## config.mk

```make
export PLATFORM = sky130hd
export DESIGN_NAME = rau_queue
export DESIGN_NICKNAME = d
export VERILOG_FILES = /design/src/rtl/rational_arith_unit_assert.svh /design/src/rtl/rau_pkg.sv /design/src/rtl/rau_queue.sv
export SDC_FILE = /design/constraint.sdc
export NUM_CORES = 1
export LEC_CHECK = 0
export BUFFER_PORTS_ARGS = -buffer_cell sky130_fd_sc_hd__buf_2
export CORE_UTILIZATION = 45
export CTS_BUF_LIST = sky130_fd_sc_hd__clkbuf_8
export CTS_CLUSTER_SIZE = 28
export DETAILED_ROUTE_END_ITERATION = 12
export PLACE_DENSITY = 0.73
export SYNTH_ARGS = -nofsm -noshare
export SYNTH_HDL_FRONTEND = slang
export SYNTH_SLANG_ARGS = --single-unit
export TNS_END_PERCENT = 30
```

## constraint.sdc

```tcl
create_clock -name i_clk -period 6.73 [get_ports i_clk]
set_clock_uncertainty 0.05 [all_clocks]
set_input_delay 0.3365 -clock i_clk [delete_from_list [all_inputs] [get_ports i_clk]]
set_output_delay 0.3365 -clock i_clk [all_outputs]
set_load 0.03 [all_outputs]
```

## src/rtl/rational_arith_unit_assert.svh

```systemverilog
// assertion macros used by the rational unit back end
`ifndef RATIONAL_ARITH_UNIT_ASSERT_SVH
`define RATIONAL_ARITH_UNIT_ASSERT_SVH

// same-cycle implication, checked outside reset
`define RAU_ASSERT_NOW(label, clk, rst_n, ante, cons) \
    label: assert property (@(posedge clk) disable iff (!rst_n) (ante) |-> (cons)) \
        else $error("rational unit check failed");

// next-cycle implication, checked outside reset
`define RAU_ASSERT_NEXT(label, clk, rst_n, ante, cons) \
    label: assert property (@(posedge clk) disable iff (!rst_n) (ante) |=> (cons)) \
        else $error("rational unit check failed");

`endif

```

## src/rtl/rau_pkg.sv

```systemverilog
// types, constants and helpers of the rational arithmetic unit
package rau_pkg;

    localparam int VALUE_WIDTH = 32;
    localparam int FLD_W = 32;
    localparam int DEN_W = 31;
    localparam int ACC_W = 2 * FLD_W;
    localparam int SH_W  = $clog2(ACC_W);
    localparam int OP_W  = 3;
    localparam int ST_W  = 2;

    // opcodes
    localparam logic [OP_W-1:0] OP_ADD  = 3'd0;
    localparam logic [OP_W-1:0] OP_SUB  = 3'd1;
    localparam logic [OP_W-1:0] OP_MUL  = 3'd2;
    localparam logic [OP_W-1:0] OP_DIV  = 3'd3;
    localparam logic [OP_W-1:0] OP_LT   = 3'd4;
    localparam logic [OP_W-1:0] OP_EQ   = 3'd5;
    localparam logic [OP_W-1:0] OP_NORM = 3'd6;
    localparam logic [OP_W-1:0] OP_NONE = 3'd7;

    // status codes
    localparam logic [ST_W-1:0] ST_OK   = 2'd0;
    localparam logic [ST_W-1:0] ST_DIVZ = 2'd1;
    localparam logic [ST_W-1:0] ST_OVF  = 2'd2;

    // overflow limits of the result range
    localparam logic [ACC_W-1:0] MAX_POS = ACC_W'((64'd1 << (VALUE_WIDTH - 1)) - 64'd1);
    localparam logic [ACC_W-1:0] MAX_NEG = ACC_W'(64'd1 << (VALUE_WIDTH - 1));

    // how the back end must treat a request
    typedef enum logic [1:0] {
        K_NONE = 2'd0,
        K_BAD  = 2'd1,
        K_CALC = 2'd2
    } t_kind;

    typedef struct packed {
        logic [OP_W-1:0]         op;
        t_kind                   kind;
        logic signed [FLD_W-1:0] an;
        logic signed [FLD_W-1:0] ad;
        logic signed [FLD_W-1:0] bn;
        logic [DEN_W-1:0]        bd;
    } t_req;

    // sign and magnitudes of a fraction in the wide domain
    typedef struct packed {
        logic             sign;
        logic [ACC_W-1:0] n;
        logic [ACC_W-1:0] d;
    } t_frac;

    function automatic logic [FLD_W-1:0] mag32(input logic signed [FLD_W-1:0] x);
        logic [FLD_W-1:0] u;
        u = x;
        return x[FLD_W-1] ? (~u + 1'b1) : u;
    endfunction

endpackage

```

## src/rtl/rau_queue.sv

```systemverilog
// two-entry request queue between front and back
module rau_queue import rau_pkg::*; (
    input  logic i_clk,
    input  logic i_rst_n,
    input  logic i_valid,
    input  t_req i_req,
    output logic o_stall,
    output logic o_valid,
    output t_req o_req,
    input  logic i_stall
);

    t_req       r_mem [2];
    logic       r_wp;
    logic       r_rp;
    logic [1:0] r_cnt;
    logic       push;
    logic       pop;

    assign o_stall = (r_cnt == 2'd2);
    assign o_valid = (r_cnt != 2'd0);
    assign o_req   = r_mem[r_rp];
    assign push    = i_valid && !o_stall;
    assign pop     = o_valid && !i_stall;

    // pointers and fill level
    always_ff @(posedge i_clk) begin
        if (!i_rst_n) begin
            r_wp  <= 1'b0;
            r_rp  <= 1'b0;
            r_cnt <= 2'd0;
        end else begin
            if (push) begin
                r_wp <= ~r_wp;
            end
            if (pop) begin
                r_rp <= ~r_rp;
            end
            if (push && !pop) begin
                r_cnt <= r_cnt + 2'd1;
            end else if (pop && !push) begin
                r_cnt <= r_cnt - 2'd1;
            end
        end
    end

    always_ff @(posedge i_clk) begin
        if (push) begin
            r_mem[r_wp] <= i_req;
        end
    end

endmodule

```

==> results of run 1 <==
## cells in the final DEF, fill, tap and decap left out, types with 4 or more instances in the layout
cell	synthesis	final
inv_1	2	16
mux2_4	80	80
edfxtp_1	264	264
dfxtp_1	5	4
buf_2	5	269
buf_4	0	5
dlygate4sd3_1	0	133
mux2_2	52	52
clkinv_1	0	12
clkbuf_8	0	45
## where the power goes
group	switching (µW)	total [µW]	internal, µW	leakage (µW)
logic	1040	1700	660	0.00247
registers	63.9	2170	2110	0.00251
clock network	590	1320	731	0.000467
## timing repair
action	4_1_cts	5_1_grt
setup endpoints to repair	0	0
hold endpoints to repair	267	0
hold buffers	133	0
## cell type report
| cell class | instances | share of cell area, % |
|---|---|---|
| diodes | 1 | 0.0181 |
| clock buffers | 45 | 4.47 |
| clock inverters | 31 | 1.43 |
| inverters | 2 | 0.0542 |
| multi-input cells | 150 | 13.9 |
| flip-flops and latches | 269 | 58.0 |
| well taps | 280 | 2.53 |
| repair buffers | 407 | 19.6 |
## worst max-delay path, cell delays in order (launching register included)
cell     delay [ns]
dfxtp_4        0.41
buf_4          0.85
mux2_2         0.45
buf_2          0.18
## kinds of logic (layout without fill, tap and decap cells)
kind of cell	Yosys count	in the layout
AO/OA/AOI/OAI	5	5
XOR/XNOR	3	3
adder cells (fa/ha/maj)	1	1
buffers and inverters	17	485
flip-flops	269	269
multiplexers	132	132
other	0	1
AND/OR/NAND/NOR	9	9
## final timing paths
path	from	end	slack [ns]	cells past startpoint
min	i_valid	r_wp	0.17	3
max reg2reg	r_cnt[0]	r_mem[1][74]	4.01	3
max	register	o_req[122]	3.87	3
min reg2reg	r_cnt[1]	r_cnt[1]	0.51	2
## through the flow
stage | hold slack, ns | instance area, µm² | cells | total power [µW] | utilization, %
finish | 0.169 | 13900 | 1185 | 5200 | 63.3
CTS | 0.137 | 13900 | 1184 | 5240 | 63.3
floorplan | 0.385 | 10100 | 436 | 3490 | -
global route | 0.152 | 13900 | 1185 | 5420 | 63.3
detailed placement | 0.478 | 11700 | 975 | 3860 | 53.5
global placement | 0.436 | 11700 | 975 | 3810 | 53.5
## flip-flops by register name (all words and copies together) (netlist names), named ones only
name and count:
r_cnt 2, r_rp 1, r_wp 1, r_mem 264
## metal layers
metal	routed length [µm]	up-vias	track usage, %
li1	-	2614	-
met1	7940	2766	19.2
met2	10700	231	31.0
met3	1720	36	5.69
met4	431	0	6.44
met5	0	-	0
==> impl_metrics.py, run 1 <==
metrics = {
    "synthesis": {
        "synth_seq_area_share_pct": 79.5,
        "synth_ff_type": "edfxtp_1",
        "ys_ff_latch": 269,
        "yosysMostFrequentCell": "edfxtp_1",
        "yosys.area_share.xor_xnor_pct": 0.260,
        "yosys.area_share.simple_pct": 0.570,
        "yosys.area_share.adder_pct": 0.124,
        "synth_top_family_by_area": "multiplexers",
        "synth_common_cells": "264 x edfxtp_1, 80 x mux2_4, 52 x mux2_2",
        "synthTopCellsByArea": "edfxtp_1 79%, mux2_4 12%, mux2_2 5.8%",
        "yosys.area.top_type": "edfxtp_1",
        "synthDistinctLibCells": 23,
        "synthDominantCellAreaShare_pct": 78.5,
        "ys.warnings.count": 0,
        "synthCells": 436,
        "synth.net_count": 573,
        "synth-compound-area-share_pct": 0.347,
        "synth-async-reset-ratio_pct": 0,
        "synth_mux_area_share_pct": 17.7,
        "syn_avg_cell_area_um2": 23.2,
        "synth_edf_count": 264,
        "netlist_area_um2": 10100,
    },
    "floorplan": {
        "start_util_pct": 46.1,
        "num_rows": 54,
        "core_um2": 21900,
        "floorplan.die.width_um": 152,
        "dieHeight_um": 152,
        "die-area_um2": 23000,
        "io_pins": 270,
    },
    "worst_setup_path": {
        "arrival_ns": 2.48,
        "crit_fanout": 63,
        "startpoint_type": "register",
        "crit_type": "reg2out",
        "worstPathRequired_ns": 6.34,
        "cp-end-kind": "output port",
    },
    "placement": {
        "hpwlAfterDp_um": 12500,
        "preCtsSetupSlack_ns": 3.98,
        "numPortBuffers": 269,
        "place_congestion": 0.712,
    },
    "global_route": {
        "grt_pass1_wl_um": 30300,
        "antenna_found_initial": 1,
        "grt_usage_pct": 17.4,
        "grt-ovfl-total": 0,
        "grt_max_degree": 73,
        "first_global_vias": 6059,
    },
    "timing": {
        "relSlewSlack_pct": 24.1,
        "setup_ws_ns": 3.87,
        "rsz0062_at_grt": "false",
        "fmax_mhz": 349,
        "timing.final.crit_period_ns": 2.86,
        "slew_violations": 0,
        "finalCritPeriodShare_pct": 42.5,
        "setup_violations": 0,
        "worst_slew_pin_slew_ns": 1.14,
        "finalSetupTns_ns": 0,
        "hold_viol": 0,
    },
    "clock_tree": {
        "cts_sinks": 269,
        "htree_levels": 2,
        "clk_latency_ns": 0.52,
        "cts_setup_buffers": 0,
        "clk_pin_slew_ns": 0.06,
        "clock-root-buffer": "clkbuf_8",
        "cts_resized": 0,
        "cts_max_path_buffers": 3,
        "cts_made_buffers": 43,
        "tritoncts": "done",
    },
    "final_layout": {
        "multiInputGateArea_um2": 1930,
        "regArea_um2": 8030,
        "final_nets": 1010,
        "drive_above_1_share_pct": 50.9,
        "fillers": 1552,
        "syn_to_final_growth_pct": 37.2,
    },
    "drt": {
        "drt_iter0_drc": 209,
        "drc_errors": 0,
        "dr.pass1.iters": 4,
        "wl_um": 20800,
        "vias": 5647,
        "via_per_inst": 4.77,
        "drtAntennaViolNets": 0,
        "wl_per_cell_um": 17.6,
    },
    "flow_run": {
        "drv_cap": 0,
    },
    "pwr": {
        "power.leakage_uw": 0.00545,
        "power.density_nw_per_um2": 375,
        "peakVddDrop_mv": 0.263,
    },
    "min_path": {
        "hp-class": "in2reg",
    },
    "run_status": {
        "status": "finished, final reports clean",
    },
}
(Power assumes the default switching activity.)
==> run 2: changes to the inputs <==
==> constraint.sdc (replaced) <==
create_clock -name i_clk -period 2.3 [get_ports i_clk]
set_clock_uncertainty 0.05 [all_clocks]
set_input_delay 0.115 -clock i_clk [delete_from_list [all_inputs] [get_ports i_clk]]
set_output_delay 0.115 -clock i_clk [all_outputs]
set_load 0.03 [all_outputs]
==> impl_metrics.py, run 2 (synthesized netlist as in run 1, its figures left out) <==
metrics = {
    "min_path": {
        "hold_depth": 4,
        "hp-class": "in2reg",
        "holdCritStartpoint": "i_stall",
    },
    "global_route": {
        "grt_pass1_wl_um": 30800,
        "grt-ovfl-total": 0,
        "grt_usage_pct": 17.7,
        "antenna_found_initial": 0,
        "first_global_vias": 6099,
        "grt_max_degree": 68,
    },
    "drt": {
        "wl_per_cell_um": 17.5,
        "via_per_inst": 4.75,
        "drc_errors": 0,
        "dr.pass1.iters": 4,
        "drtAntennaViolNets": 0,
        "vias": 5665,
        "wl_um": 20900,
        "drt_iter0_drc": 229,
    },
    "placement": {
        "place_congestion": 0.756,
        "preCtsSetupSlack_ns": 0.599,
        "numPortBuffers": 269,
        "dp_cells": 983,
        "hpwlAfterDp_um": 12700,
    },
    "final_layout": {
        "drive_above_1_share_pct": 51.5,
        "fin_cells": 1192,
        "fillers": 1534,
        "reg_top3": "r_mem (264), r_cnt (2)",
        "regMostFlops": "r_mem",
        "syn_to_final_growth_pct": 38.4,
        "diodes": 0,
        "regArea_um2": 8030,
        "largest_register_ffs": 264,
        "layout.cells.most_common_list": "269 x buf_2, 264 x edfxtp_1, 134 x dlygate4sd3_1",
        "final_util_pct": 63.8,
        "multiInputGateArea_um2": 1940,
        "final_common_cell": "buf_2",
        "final_nets": 1018,
    },
    "timing": {
        "relSlewSlack_pct": 70.6,
        "rsz0062_at_grt": "false",
        "whs_ns": 0.0401,
        "finalCritPeriodShare_pct": 93.9,
        "hold_viol": 0,
        "setup_ws_ns": 0.139,
        "setup_violations": 0,
        "timing.final.crit_period_ns": 2.16,
        "worst_slew_pin_slew_ns": 0.440,
        "fmax_mhz": 463,
        "finalSetupTns_ns": 0,
        "slew_violations": 0,
    },
    "clock_tree": {
        "cts_made_buffers": 42,
        "clk_latency_ns": 0.54,
        "cts_setup_buffers": 0,
        "cts_resized": 0,
        "cts_hold_buf": 134,
        "clock-root-buffer": "clkbuf_8",
        "clk_pin_slew_ns": 0.06,
        "cts_sinks": 269,
        "cts_max_path_buffers": 3,
        "htree_levels": 2,
        "tritoncts": "done",
    },
    "pwr": {
        "power.density_nw_per_um2": 1080,
        "power_frac_comb_pct": 33.8,
        "p_sw_uw": 5020,
        "p_sw_share_pct": 33.4,
        "peakVddDrop_mv": 0.641,
        "clockPowerShare_pct": 23.7,
        "power_frac_seq_pct": 42.4,
        "power.leakage_uw": 0.00549,
        "p_int_uw": 10000,
    },
    "floorplan": {
        "num_rows": 54,
        "dieHeight_um": 152,
        "core_um2": 21900,
        "floorplan.die.width_um": 152,
        "start_util_pct": 46.1,
        "io_pins": 270,
        "die-area_um2": 23000,
    },
    "worst_setup_path": {
        "crit_type": "reg2out",
        "cp-end-kind": "output port",
        "startpoint_type": "register",
        "crit_fanout": 21,
        "rr_startpoint": "r_cnt[0]",
        "worstPathRequired_ns": 2.13,
        "arrival_ns": 2.00,
        "rr_worst_depth": 3,
    },
    "flow_run": {
        "drv_cap": 0,
    },
    "run_status": {
        "status": "finished, final reports clean",
    },
}
-- run 2: changes by cell type in the layout (fill, tap and decap cells not counted), moves of 2 or more --
cell        before  now
buf_12           0    9
clkbuf_8        45   42
clkinv_1        12    9
bufinv_16        3    1
clkinvlp_4       0    2
inv_1           16   18
inv_6            0    2
-- run 2: final cells by class --
cell class,instances,area share [%]
Multi-Input combinational cell,150,13.9
Tap cell,280,2.51
Inverter,2,0.0895
Clock inverter,33,1.19
Timing Repair Buffer,416,20.7
Sequential cell,269,57.5
Clock buffer,42,4.14
-- run 2: worst paths after layout --
kind / end / slack (ns)
setup / recovery: o_req[12] / 0.14
hold / removal: r_rp / 0.04
setup reg to reg: r_mem[1][20] / 0.64
hold reg to reg: r_cnt[1] / 0.54
-- run 2: worst max-delay path: stages, from the launching register on --
cell	delay, ns
dfxtp_4	0.50
buf_4	0.39
mux2_2	0.39
buf_2	0.18
-- run 2: stage by stage --
step                instance area [µm²]  power (µW)
finish                            14000       15000
global route                      14000       15700
CTS                               14000       15100
detailed placement                11900       11400
global placement                  11900       11300
floorplan                         10100       10200
-- run 2: power by group through the flow --
stage	clock (µW)	sequential, µW	combinational, µW
after global routing	3880	6430	5370
after CTS	3650	6380	5110
after detailed placement	0	6480	4920
final	3560	6380	5090
after global placement	0	6430	4850
after floorplan	0	6450	3740
-- run 2: layer usage --
metal,track usage [%],up-vias,share of wire (%)
met5,0,-,0
met4,5.59,0,2.2
met3,5.00,41,7.4
met2,32.5,212,52
met1,19.8,2772,39
li1,-,2640,-
