## src/rtl/rational_arith_unit_assert.svh

```systemverilog
// assertion macros used by the rational unit back end
`ifndef RATIONAL_ARITH_UNIT_ASSERT_SVH
`define RATIONAL_ARITH_UNIT_ASSERT_SVH

// same-cycle implication, checked outside reset
`define RAU_ASSERT_NOW(label, clk, rst_n, ante, cons) \
    label: assert property (@(posedge clk) disable iff (!rst_n) (ante) |-> (cons)) \
        else $error("rational unit check failed");

// next-cycle implication, checked outside reset
`define RAU_ASSERT_NEXT(label, clk, rst_n, ante, cons) \
    label: assert property (@(posedge clk) disable iff (!rst_n) (ante) |=> (cons)) \
        else $error("rational unit check failed");

`endif

```

## src/rtl/rau_pkg.sv

```systemverilog
// types, constants and helpers of the rational arithmetic unit
package rau_pkg;

    localparam int VALUE_WIDTH = 32;
    localparam int FLD_W = 32;
    localparam int DEN_W = 31;
    localparam int ACC_W = 2 * FLD_W;
    localparam int SH_W  = $clog2(ACC_W);
    localparam int OP_W  = 3;
    localparam int ST_W  = 2;

    // opcodes
    localparam logic [OP_W-1:0] OP_ADD  = 3'd0;
    localparam logic [OP_W-1:0] OP_SUB  = 3'd1;
    localparam logic [OP_W-1:0] OP_MUL  = 3'd2;
    localparam logic [OP_W-1:0] OP_DIV  = 3'd3;
    localparam logic [OP_W-1:0] OP_LT   = 3'd4;
    localparam logic [OP_W-1:0] OP_EQ   = 3'd5;
    localparam logic [OP_W-1:0] OP_NORM = 3'd6;
    localparam logic [OP_W-1:0] OP_NONE = 3'd7;

    // status codes
    localparam logic [ST_W-1:0] ST_OK   = 2'd0;
    localparam logic [ST_W-1:0] ST_DIVZ = 2'd1;
    localparam logic [ST_W-1:0] ST_OVF  = 2'd2;

    // overflow limits of the result range
    localparam logic [ACC_W-1:0] MAX_POS = ACC_W'((64'd1 << (VALUE_WIDTH - 1)) - 64'd1);
    localparam logic [ACC_W-1:0] MAX_NEG = ACC_W'(64'd1 << (VALUE_WIDTH - 1));

    // how the back end must treat a request
    typedef enum logic [1:0] {
        K_NONE = 2'd0,
        K_BAD  = 2'd1,
        K_CALC = 2'd2
    } t_kind;

    typedef struct packed {
        logic [OP_W-1:0]         op;
        t_kind                   kind;
        logic signed [FLD_W-1:0] an;
        logic signed [FLD_W-1:0] ad;
        logic signed [FLD_W-1:0] bn;
        logic [DEN_W-1:0]        bd;
    } t_req;

    // sign and magnitudes of a fraction in the wide domain
    typedef struct packed {
        logic             sign;
        logic [ACC_W-1:0] n;
        logic [ACC_W-1:0] d;
    } t_frac;

    function automatic logic [FLD_W-1:0] mag32(input logic signed [FLD_W-1:0] x);
        logic [FLD_W-1:0] u;
        u = x;
        return x[FLD_W-1] ? (~u + 1'b1) : u;
    endfunction

endpackage

```

## src/rtl/rau_front.sv

```systemverilog
// request intake stage: registers a request and classifies it
module rau_front import rau_pkg::*; (
    input  logic                    i_clk,
    input  logic                    i_rst_n,
    input  logic                    i_valid,
    output logic                    o_stall,
    input  logic [OP_W-1:0]         i_req_type,
    input  logic signed [FLD_W-1:0] i_a_num,
    input  logic signed [FLD_W-1:0] i_a_den,
    input  logic signed [FLD_W-1:0] i_b_num,
    input  logic [DEN_W-1:0]        i_b_den,
    output logic                    o_valid,
    output t_req                    o_req,
    input  logic                    i_stall
);

    logic  r_valid;
    t_req  r_req;
    t_kind kind;

    // early-answer classes are settled here
    always_comb begin
        if (i_req_type == OP_NONE) begin
            kind = K_NONE;
        end else if (i_a_den == '0 || (i_req_type != OP_NORM && i_b_den == '0)) begin
            kind = K_BAD;
        end else if (i_req_type == OP_DIV && i_b_num == '0) begin
            kind = K_BAD;
        end else begin
            kind = K_CALC;
        end
    end

    assign o_stall = r_valid && i_stall;
    assign o_valid = r_valid;
    assign o_req   = r_req;

    // holding register
    always_ff @(posedge i_clk) begin
        if (!i_rst_n) begin
            r_valid <= 1'b0;
        end else if (i_valid && !o_stall) begin
            r_valid <= 1'b1;
        end else if (!i_stall) begin
            r_valid <= 1'b0;
        end
    end

    always_ff @(posedge i_clk) begin
        if (i_valid && !o_stall) begin
            r_req.op   <= i_req_type;
            r_req.kind <= kind;
            r_req.an   <= i_a_num;
            r_req.ad   <= i_a_den;
            r_req.bn   <= i_b_num;
            r_req.bd   <= i_b_den;
        end
    end

endmodule

```

## config.mk

```make
export PLATFORM = sky130hd
export DESIGN_NAME = rau_front
export DESIGN_NICKNAME = d
export VERILOG_FILES = /design/src/rtl/rational_arith_unit_assert.svh /design/src/rtl/rau_pkg.sv /design/src/rtl/rau_front.sv
export SDC_FILE = /design/constraint.sdc
export NUM_CORES = 1
export LEC_CHECK = 0
export ABC_AREA = 1
export BUFFER_PORTS_ARGS = -buffer_cell sky130_fd_sc_hd__buf_2
export CELL_PAD_IN_SITES_DETAIL_PLACEMENT = 1
export CELL_PAD_IN_SITES_GLOBAL_PLACEMENT = 2
export CORE_UTILIZATION = 30
export CTS_BUF_LIST = sky130_fd_sc_hd__clkbuf_8
export CTS_CLUSTER_SIZE = 12
export DETAILED_ROUTE_END_ITERATION = 7
export GPL_ROUTABILITY_DRIVEN = 1
export PLACE_DENSITY_LB_ADDON = 0.1
export SETUP_SLACK_MARGIN = 0.4
export SLEW_MARGIN = 20
export SYNTH_ARGS = -nofsm -noshare
export SYNTH_HDL_FRONTEND = slang
export SYNTH_SLANG_ARGS = --single-unit
```

## constraint.sdc

```tcl
create_clock -name i_clk -period 19.3 [get_ports i_clk]
set_input_delay 0.965 -clock i_clk [delete_from_list [all_inputs] [get_ports i_clk]]
set_output_delay 0.965 -clock i_clk [all_outputs]
set_load 0.02 [all_outputs]
```

==> flow_metrics.env, run 1 <==
export IMPL_maxSlewHeadroom=0.432
export IMPL_first_pass_iters=4
export IMPL_start_util=0.306
export IMPL_cp_max_fo=2
export IMPL_hold_depth=2
export IMPL_setup_slack_ps=16950
export IMPL_crit_type="input port to primary output"
export IMPL_status="finished, final reports clean"
export IMPL_top_layer="met4"
export IMPL_nets=667
export IMPL_setup_tns_ps=0
export IMPL_drt_iter0_drc=130
export IMPL_drive_above_1_share=0.544
export IMPL_m1WireLength_mm=4.34
export IMPL_synth_cell_types=12
export IMPL_post_cts_resized=0
export IMPL_cp_end_kind="primary output"
export IMPL_drcViolationCount=0
export IMPL_syn_instance_count=245
export IMPL_cts_root_buf="clkbuf_8"
export IMPL_cts_buffer_depth=2
export IMPL_cts_buffers=17
export IMPL_viasPerCell=4.23
export IMPL_die_area_um2=15300
export IMPL_ys_ff_latch=133
export IMPL_routed_wl_mm=11.9
export IMPL_port_buffers=267
export IMPL_die_x_um=124
export IMPL_antenna_found_initial=1
export IMPL_postRouteAntennaNets=0
export IMPL_worstSkewPairLatency_ps=430
export IMPL_drv_slew=0
export IMPL_num_vias=3090
export IMPL_ioPinCount=268
export IMPL_place_congestion=0.704
export IMPL_crit_arrival_ps=1380
export IMPL_irDropWorstVdd_mv=0.0481
export IMPL_grt_max_degree=69
export IMPL_setup_viol=0
export IMPL_hold_violations=0
export IMPL_clkSlewWorstSetupHoldPaths_ps=70
export IMPL_post_cts_setup_buffer_count=0
export IMPL_wl_per_cell_um=16.3
export IMPL_fp_coreArea_um2=14500
export IMPL_finalCritPeriodShare=0.122
export IMPL_worst_pin_slew_ps=853
export IMPL_dp_slack_ps=16900
export IMPL_fillers=1583
export IMPL_ys_seq_area_frac=0.899
export IMPL_ys_warn_count=0
export IMPL_period_minus_slack_ps=2350
export IMPL_gr_total_overflow=0
export IMPL_cts_tree="built"
export IMPL_ctsHtreeMaxLevel=4
export IMPL_grt_pass1_vias=3015
export IMPL_rr_worst_depth=4
export IMPL_hold_buffers=0
export IMPL_required_ps=18330
export IMPL_rows=44
export IMPL_clock_skew_ps=4.31
export IMPL_wl_met2_mm=5.97
export IMPL_dp_hpwl_mm=9.27
export IMPL_syn_to_final_growth_pct=44.5
export IMPL_p_leak_uw=0.00280
export IMPL_met3_length_mm=1.45
export IMPL_worstSetupStartpointType="input port"
export IMPL_rsz0062_at_grt="no"
export IMPL_grt_first_pass_wirelength_mm=16.7
export IMPL_syn_avg_cell_area_um2=18.1
export IMPL_worstHoldPathType="register to register"
export IMPL_clkSinkCount=133
export IMPL_power_density_nw_per_um2=99.0
export IMPL_die_height_um=124
export IMPL_drv_cap=0
export IMPL_grt_total_usage=0.156
export IMPL_max_freq_ghz=0.426
export IMPL_syn_cell_area_um2=4430
export IMPL_syn_nets=379
==> worst paths after layout <==
kind / slack [ps] / start / to
max: 16950 / i_stall / o_stall
min: 500 / o_valid$_SDFFE_PN0P_ / o_valid$_SDFFE_PN0P_
max reg2reg: 17680 / o_valid$_SDFFE_PN0P_ / o_req[66]$_DFFE_PP_
min reg2reg: 500 / o_valid$_SDFFE_PN0P_ / o_valid$_SDFFE_PN0P_
==> power breakdown <==
part / internal [uW] / switching, uW / leakage (uW) / total, uW
registers: 338 / 3.77 / 0.00128 / 342
clock network: 124 / 103 / 0.000201 / 227
logic: 22.1 / 43.3 / 0.00132 / 65.5
total: 484 / 150 / 0.00280 / 634
==> layout make-up <==
| type | instances | area [um2] | area share |
|---|---|---|---|
| well taps | 184 | 230 | 0.0359 |
| multi-input cells | 92 | 382 | 0.0596 |
| clock buffers | 17 | 234 | 0.0365 |
| diodes | 1 | 2.50 | 0.000391 |
| repair buffers | 269 | 1350 | 0.211 |
| inverters | 20 | 75.1 | 0.0117 |
| clock inverters | 15 | 148 | 0.0230 |
| flip-flops and latches | 133 | 3980 | 0.622 |
==> cell usage after synthesis <==
| cell type | instances | area (um2) |
|---|---|---|
| nand3_2 | 1 | 10.0 |
| a21boi_0 | 1 | 7.51 |
| o21ai_0 | 1 | 5.00 |
| nand4_1 | 5 | 31.3 |
| nand2_1 | 26 | 97.6 |
| nand3_1 | 1 | 5.00 |
| inv_1 | 20 | 75.1 |
| nor2_1 | 55 | 206 |
| nor3_1 | 1 | 5.00 |
| dfxtp_1 | 1 | 20.0 |
| and2_0 | 1 | 6.26 |
| edfxtp_1 | 132 | 3960 |
==> critical path, stage by stage <==
cell	delay [ps]
buf_2	80
nand2_1	50
inv_1	110
buf_2	180
==> stage by stage <==
step / power (uW) / std cells / util / instance area [um2] / hold WS, ps
detailed placement: 415 / 698 / 0.416 / 6020 / 493
global route: 662 / 731 / 0.442 / 6410 / 545
floorplan: 382 / 245 / - / 4430 / 561
finish: 634 / 731 / 0.442 / 6410 / 498
CTS: 645 / 730 / 0.442 / 6400 / 504
global placement: 413 / 698 / 0.416 / 6020 / 481
==> registers in the layout, summed over array words and instances (netlist names) <==
register,flops
o_valid,1
o_req,132
==> cell usage in the layout, fill, tap and decap left out <==
| master | n |
|---|---|
| a21boi_0 | 1 |
| and2_0 | 1 |
| buf_2 | 267 |
| buf_4 | 2 |
| bufinv_16 | 3 |
| clkbuf_8 | 17 |
| clkinv_1 | 3 |
| clkinv_2 | 4 |
| clkinvlp_4 | 2 |
| dfxtp_1 | 1 |
| diode_2 | 1 |
| edfxtp_1 | 132 |
| inv_1 | 23 |
| nand2_1 | 26 |
| nand3_1 | 1 |
| nand3_2 | 1 |
| nand4_1 | 5 |
| nor2_1 | 54 |
| nor2_4 | 1 |
| nor3_1 | 1 |
| o21ai_0 | 1 |
==> layer usage <==
layer | up-vias | global-route usage
li1 | 1452 | -
met1 | 1457 | 0.164
met2 | 166 | 0.256
met3 | 15 | 0.0839
met4 | 0 | 0.0700
met5 | - | 0
==> logic make-up after synthesis <==
| logic type | synth area share |
|---|---|
| AOI/OAI and AO/OA | 0.00282 |
| DFF | 0.899 |
| buffers and inverters | 0.0169 |
| and+or+nand+nor | 0.0816 |
(Power assumes the default switching activity.)
==> run 2: changes to the inputs <==
Settings changed: CORE_UTILIZATION 30 to 25.
Clock period 19.3 ns to 1.95 ns, I/O delays scaled along.
==> run 2 against run 1 <==
Net effect: die area up 20%; highest routed layer unchanged; critical path type is now register to register; setup slack worse by 16000 ps; clock power rose to 10 times the previous value.
==> flow_metrics.env, run 2 (synthesis gave the netlist of run 1 again) <==
export IMPL_status="finished, final reports clean"
export IMPL_r2r_slack_ps=580
export IMPL_fp_coreArea_um2=17300
export IMPL_fin_hold_ws_ps=305
export IMPL_place_inst=739
export IMPL_required_ps=2040
export IMPL_cp_end_kind="register"
export IMPL_die_area_um2=18300
export IMPL_worst_pin_slew_ps=401
export IMPL_die_x_um=135
export IMPL_max_freq_ghz=0.728
export IMPL_place_area_um2=6110
export IMPL_drt_iter0_drc=95
export IMPL_wl_per_cell_um=14.5
export IMPL_gr_total_overflow=0
export IMPL_multi_input_area_um2=389
export IMPL_die_height_um=135
export IMPL_cp_max_fo=76
export IMPL_num_vias=3560
export IMPL_rsz0062_at_grt="no"
export IMPL_final_cell_mix="buf_2, dlygate4sd3_1, edfxtp_1"
export IMPL_grt_pass1_vias=3853
export IMPL_maxSlewHeadroom=0.733
export IMPL_routed_wl_mm=13.1
export IMPL_rows=48
export IMPL_crit_type="register to register"
export IMPL_cts_tree="built"
export IMPL_cts_buffer_depth=2
export IMPL_fin_area_um2=7840
export IMPL_clkSlewWorstSetupHoldPaths_ps=80
export IMPL_wl_met2_mm=6.55
export IMPL_postRouteAntennaNets=0
export IMPL_setup_viol=0
export IMPL_p_leak_uw=0.00336
export IMPL_grt_total_usage=0.145
export IMPL_met3_length_mm=1.26
export IMPL_clock_skew_ps=9.71
export IMPL_ioPinCount=268
export IMPL_viasPerCell=3.94
export IMPL_worstSetupStartpointType="register"
export IMPL_power_density_nw_per_um2=843
export IMPL_clockPowerShare=0.357
export IMPL_worstHoldPathType="input port to register"
export IMPL_worstSkewPairLatency_ps=430
export IMPL_n_antenna_cell=0
export IMPL_first_pass_iters=4
export IMPL_internal_power_uw=4910
export IMPL_dp_hpwl_mm=9.29
export IMPL_m1WireLength_mm=5.11
export IMPL_nets=799
export IMPL_finalNonFillerCells=903
export IMPL_p_switching_uw=1700
export IMPL_seqPwrFrac=0.511
export IMPL_drive_above_1_share=0.451
export IMPL_port_buffers=267
export IMPL_power_frac_comb=0.132
export IMPL_cts_buffers=17
export IMPL_drcViolationCount=0
export IMPL_hold_violations=0
export IMPL_drv_slew=0
export IMPL_grt_max_degree=77
export IMPL_place_congestion=0.729
export IMPL_drv_cap=0
export IMPL_regArea_um2=3990
export IMPL_fillers=1891
export IMPL_syn_to_final_growth_pct=76.8
export IMPL_crit_arrival_ps=1460
export IMPL_antenna_found_initial=0
export IMPL_layout_cells_most_common="buf_2"
export IMPL_ctsHtreeMaxLevel=4
export IMPL_cts_root_buf="clkbuf_8"
export IMPL_setup_tns_ps=0
export IMPL_total_power_uw=6610
export IMPL_largest_reg_flops=132
export IMPL_switching_share=0.257
export IMPL_irDropWorstVdd_mv=0.386
export IMPL_grt_first_pass_wirelength_mm=19.5
export IMPL_top_layer="met4"
export IMPL_start_util=0.256
export IMPL_period_minus_slack_ps=1370
export IMPL_clkSinkCount=133
export IMPL_finalCritPeriodShare=0.705
## run 2: changes by cell type in the layout (fill, tap and decap cells not counted), sizes merged
cell,delta
bufinv,-1
clkinv,-4
clkinvlp,+1
diode,-1
dlygate4sd3,+132
inv,+4
## run 2: area by class of cell
class	instances	share of cell area
repair buffers	401	0.344
flip-flops and latches	133	0.509
multi-input cells	92	0.0497
inverters	20	0.00990
well taps	225	0.0359
clock buffers	17	0.0299
clock inverters	15	0.0216
## run 2: final timing paths
path              cells after the start                   to                  from
hold / removal                        4  o_req[19]$_DFFE_PP_               i_valid
hold reg to reg                       4  o_req[19]$_DFFE_PP_  o_valid$_SDFFE_PN0P_
setup / recovery                      4  o_req[75]$_DFFE_PP_  o_valid$_SDFFE_PN0P_
setup reg to reg                      4  o_req[75]$_DFFE_PP_  o_valid$_SDFFE_PN0P_
## run 2: layer usage
layer | vias to the layer above | track usage
met4 | 0 | 0.0581
met2 | 184 | 0.253
li1 | 1722 | -
met5 | - | 0
met1 | 1642 | 0.157
met3 | 12 | 0.0565
## run 2: worst max-delay path: stages, from the launching register on
cell and delay, ps:
dfxtp_4 360, nand2_4 70, inv_4 40, nor2_4 160, buf_12 350
## run 2: metrics by stage
stage,utilization,setup slack [ps]
finish,0.453,576
global route,0.453,496
CTS,0.453,548
detailed placement,0.353,575
global placement,0.353,609
floorplan,-,-913
## run 2: repair_timing
item / in CTS / in global routing
setup buffers: 0 / 0
endpoints found under the hold margin: 131 / 0
hold buffers: 132 / 0
setup endpoints to repair: 0 / 0
resized for setup: 0 / 0
## run 2: power groups by stage
stage | registers (uW) | logic, uW | clock network (uW)
after CTS | 3380 | 883 | 2460
after global routing | 3390 | 941 | 2570
after global placement | 3440 | 660 | 0
final | 3380 | 871 | 2360
after floorplan | 3670 | 89.5 | 0
after detailed placement | 3440 | 669 | 0
==> run 3: changes to the inputs <==
Settings changed: CORE_UTILIZATION 25 to 28.
Clock period 1.95 ns to 1.3 ns, I/O delays scaled along.
==> run 3 against run 2 <==
Net effect: setup slack worse by 530 ps; sequential cell count unchanged; die area down 11%; count of clock-buffer cells in the layout unchanged; cell area up 14%; critical path depth up 1; critical endpoint is now o_req[116]$_DFFE_PP_; hold slack worse by 300 ps; largest power group unchanged; combinational power up 94%; register-to-register slack worse by 530 ps; sequential power up 51%; total power up 71%; largest cell class unchanged; clock skew down 0.56 ps.
==> flow_metrics.env, run 3 (synthesis gave the netlist of run 1 again) <==
export IMPL_setup_viol=0
export IMPL_grt_first_pass_wirelength_mm=21.6
export IMPL_cts_tree="built"
export IMPL_fin_hold_ws_ps=8.82
export IMPL_worstSetupStartpointType="register"
export IMPL_clkSlewWorstSetupHoldPaths_ps=70
export IMPL_grt_pass1_vias=4035
export IMPL_grt_max_degree=26
export IMPL_ioPinCount=268
export IMPL_grt_total_usage=0.182
export IMPL_status="finished, final reports clean"
export IMPL_layout_cells_most_common="buf_2"
export IMPL_max_freq_ghz=0.796
export IMPL_final_cell_mix="buf_2, dlygate4sd3_1, edfxtp_1"
export IMPL_finalCritPeriodShare=0.966
export IMPL_crit_arrival_ps=1410
export IMPL_n_antenna_cell=0
export IMPL_cts_root_buf="clkbuf_8"
export IMPL_switching_share=0.222
export IMPL_rr_worst_depth=5
export IMPL_irDropWorstVdd_mv=0.578
export IMPL_viasPerCell=4.17
export IMPL_cts_buffer_depth=2
export IMPL_num_vias=3777
export IMPL_wl_per_cell_um=17.2
export IMPL_drt_iter0_drc=148
export IMPL_clkSinkCount=133
export IMPL_crit_reg2reg_launch="o_valid$_SDFFE_PN0P_"
export IMPL_worstHoldPathType="input port to register"
export IMPL_rr_endpoint="o_req[116]$_DFFE_PP_"
export IMPL_clockPowerShare=0.397
export IMPL_drv_slew=0
export IMPL_die_area_um2=16300
export IMPL_cts_buffers=17
export IMPL_die_x_um=128
export IMPL_fp_coreArea_um2=15300
export IMPL_drcViolationCount=0
export IMPL_internal_power_uw=8790
export IMPL_crit_type="register to register"
export IMPL_routed_wl_mm=15.6
export IMPL_r2r_slack_ps=40
export IMPL_ctsHtreeMaxLevel=4
export IMPL_p_leak_uw=0.00379
export IMPL_min_delay_start="i_stall"
export IMPL_largest_reg_flops=132
export IMPL_postRouteAntennaNets=0
export IMPL_hold_depth=4
export IMPL_drv_cap=0
export IMPL_first_pass_iters=4
export IMPL_start_util=0.289
export IMPL_setup_slack_ps=44.1
export IMPL_port_buffers=267
export IMPL_rsz0062_at_grt="yes"
export IMPL_antenna_found_initial=0
export IMPL_power_density_nw_per_um2=1270
export IMPL_worstSkewPairLatency_ps=430
export IMPL_cp_end_kind="register"
export IMPL_maxSlewHeadroom=0.869
export IMPL_fin_area_um2=8910
export IMPL_seqPwrFrac=0.454
export IMPL_drive_above_1_share=0.460
export IMPL_syn_to_final_growth_pct=101
export IMPL_period_minus_slack_ps=1260
export IMPL_p_switching_uw=2500
export IMPL_min_to="o_valid$_SDFFE_PN0P_"
export IMPL_worst_pin_slew_ps=196
export IMPL_required_ps=1460
export IMPL_rows=45
export IMPL_place_area_um2=6230
export IMPL_power_frac_comb=0.150
export IMPL_clock_skew_ps=9.15
export IMPL_total_power_uw=11300
export IMPL_nets=816
export IMPL_fillers=1574
export IMPL_dp_hpwl_mm=9.77
export IMPL_gr_total_overflow=0
export IMPL_cp_max_fo=8
export IMPL_place_congestion=0.700
export IMPL_dp_slack_ps=46.4
export IMPL_hold_violations=0
export IMPL_die_height_um=128
[run 3: through the flow]
stage          instances  utilization  TNS (ps)
2_1_floorplan        245            -   -206370
3_3_place_gp         735        0.407         0
3_5_place_dp         735        0.407         0
4_1_cts              901        0.551         0
5_1_grt              906        0.582     -21.1
6_report             906        0.582         0
[run 3: what timing repair did]
item / CTS / global route
hold buffers: 131 / 1
hold endpoints to repair: 131 / 1
gates cloned: 1 / 2
gates resized for setup: 106 / 125
buffers inserted: 2 / 2
pin swaps: 0 / 2
endpoints found under the setup margin: 266 / 266
[run 3: power groups by stage]
stage / combinational, uW / sequential, uW / clock, uW
floorplan: 134 / 5500 / 0
global placement: 1060 / 5160 / 0
detailed placement: 1070 / 5170 / 0
CTS: 1510 / 5090 / 4590
global route: 1790 / 5150 / 4720
finish: 1690 / 5120 / 4480
[run 3: area by class of cell]
class | count | area (um2) | share of cell area
Sequential cell | 133 | 3990 | 0.447
Clock buffer | 17 | 234 | 0.0263
Multi-Input combinational cell | 92 | 389 | 0.0437
Timing Repair Buffer | 418 | 3680 | 0.413
Tap cell | 211 | 264 | 0.0296
Clock inverter | 15 | 282 | 0.0316
Inverter | 20 | 77.6 | 0.00871
[run 3: how the worst max path moves through the flow]
stage,startpoint,to,slack [ps]
after floorplan,o_valid$_SDFFE_PN0P_,o_req[0]$_DFFE_PP_,-1560
after global placement,o_valid$_SDFFE_PN0P_,o_req[92]$_DFFE_PP_,70
after detailed placement,o_valid$_SDFFE_PN0P_,o_req[91]$_DFFE_PP_,50
after CTS,o_valid$_SDFFE_PN0P_,o_req[82]$_DFFE_PP_,30
after global routing,o_valid$_SDFFE_PN0P_,o_req[84]$_DFFE_PP_,-3
final,o_valid$_SDFFE_PN0P_,o_req[116]$_DFFE_PP_,40
[run 3: metal layers]
layer  wire (um)  vias to the layer above  GRT usage
met4         257                        0     0.0678
met5           0                        -          0
li1            -                     1755          -
met3        1700                       20     0.0801
met2        8220                      193      0.327
met1        5380                     1809      0.185
[run 3: worst max-delay path, cell delays in order, from the launching register on]
cell and delay [ps]:
dfxtp_4 360, nand2_4 70, inv_4 40, nor2_4 140, buf_12 190, clkbuf_16 170
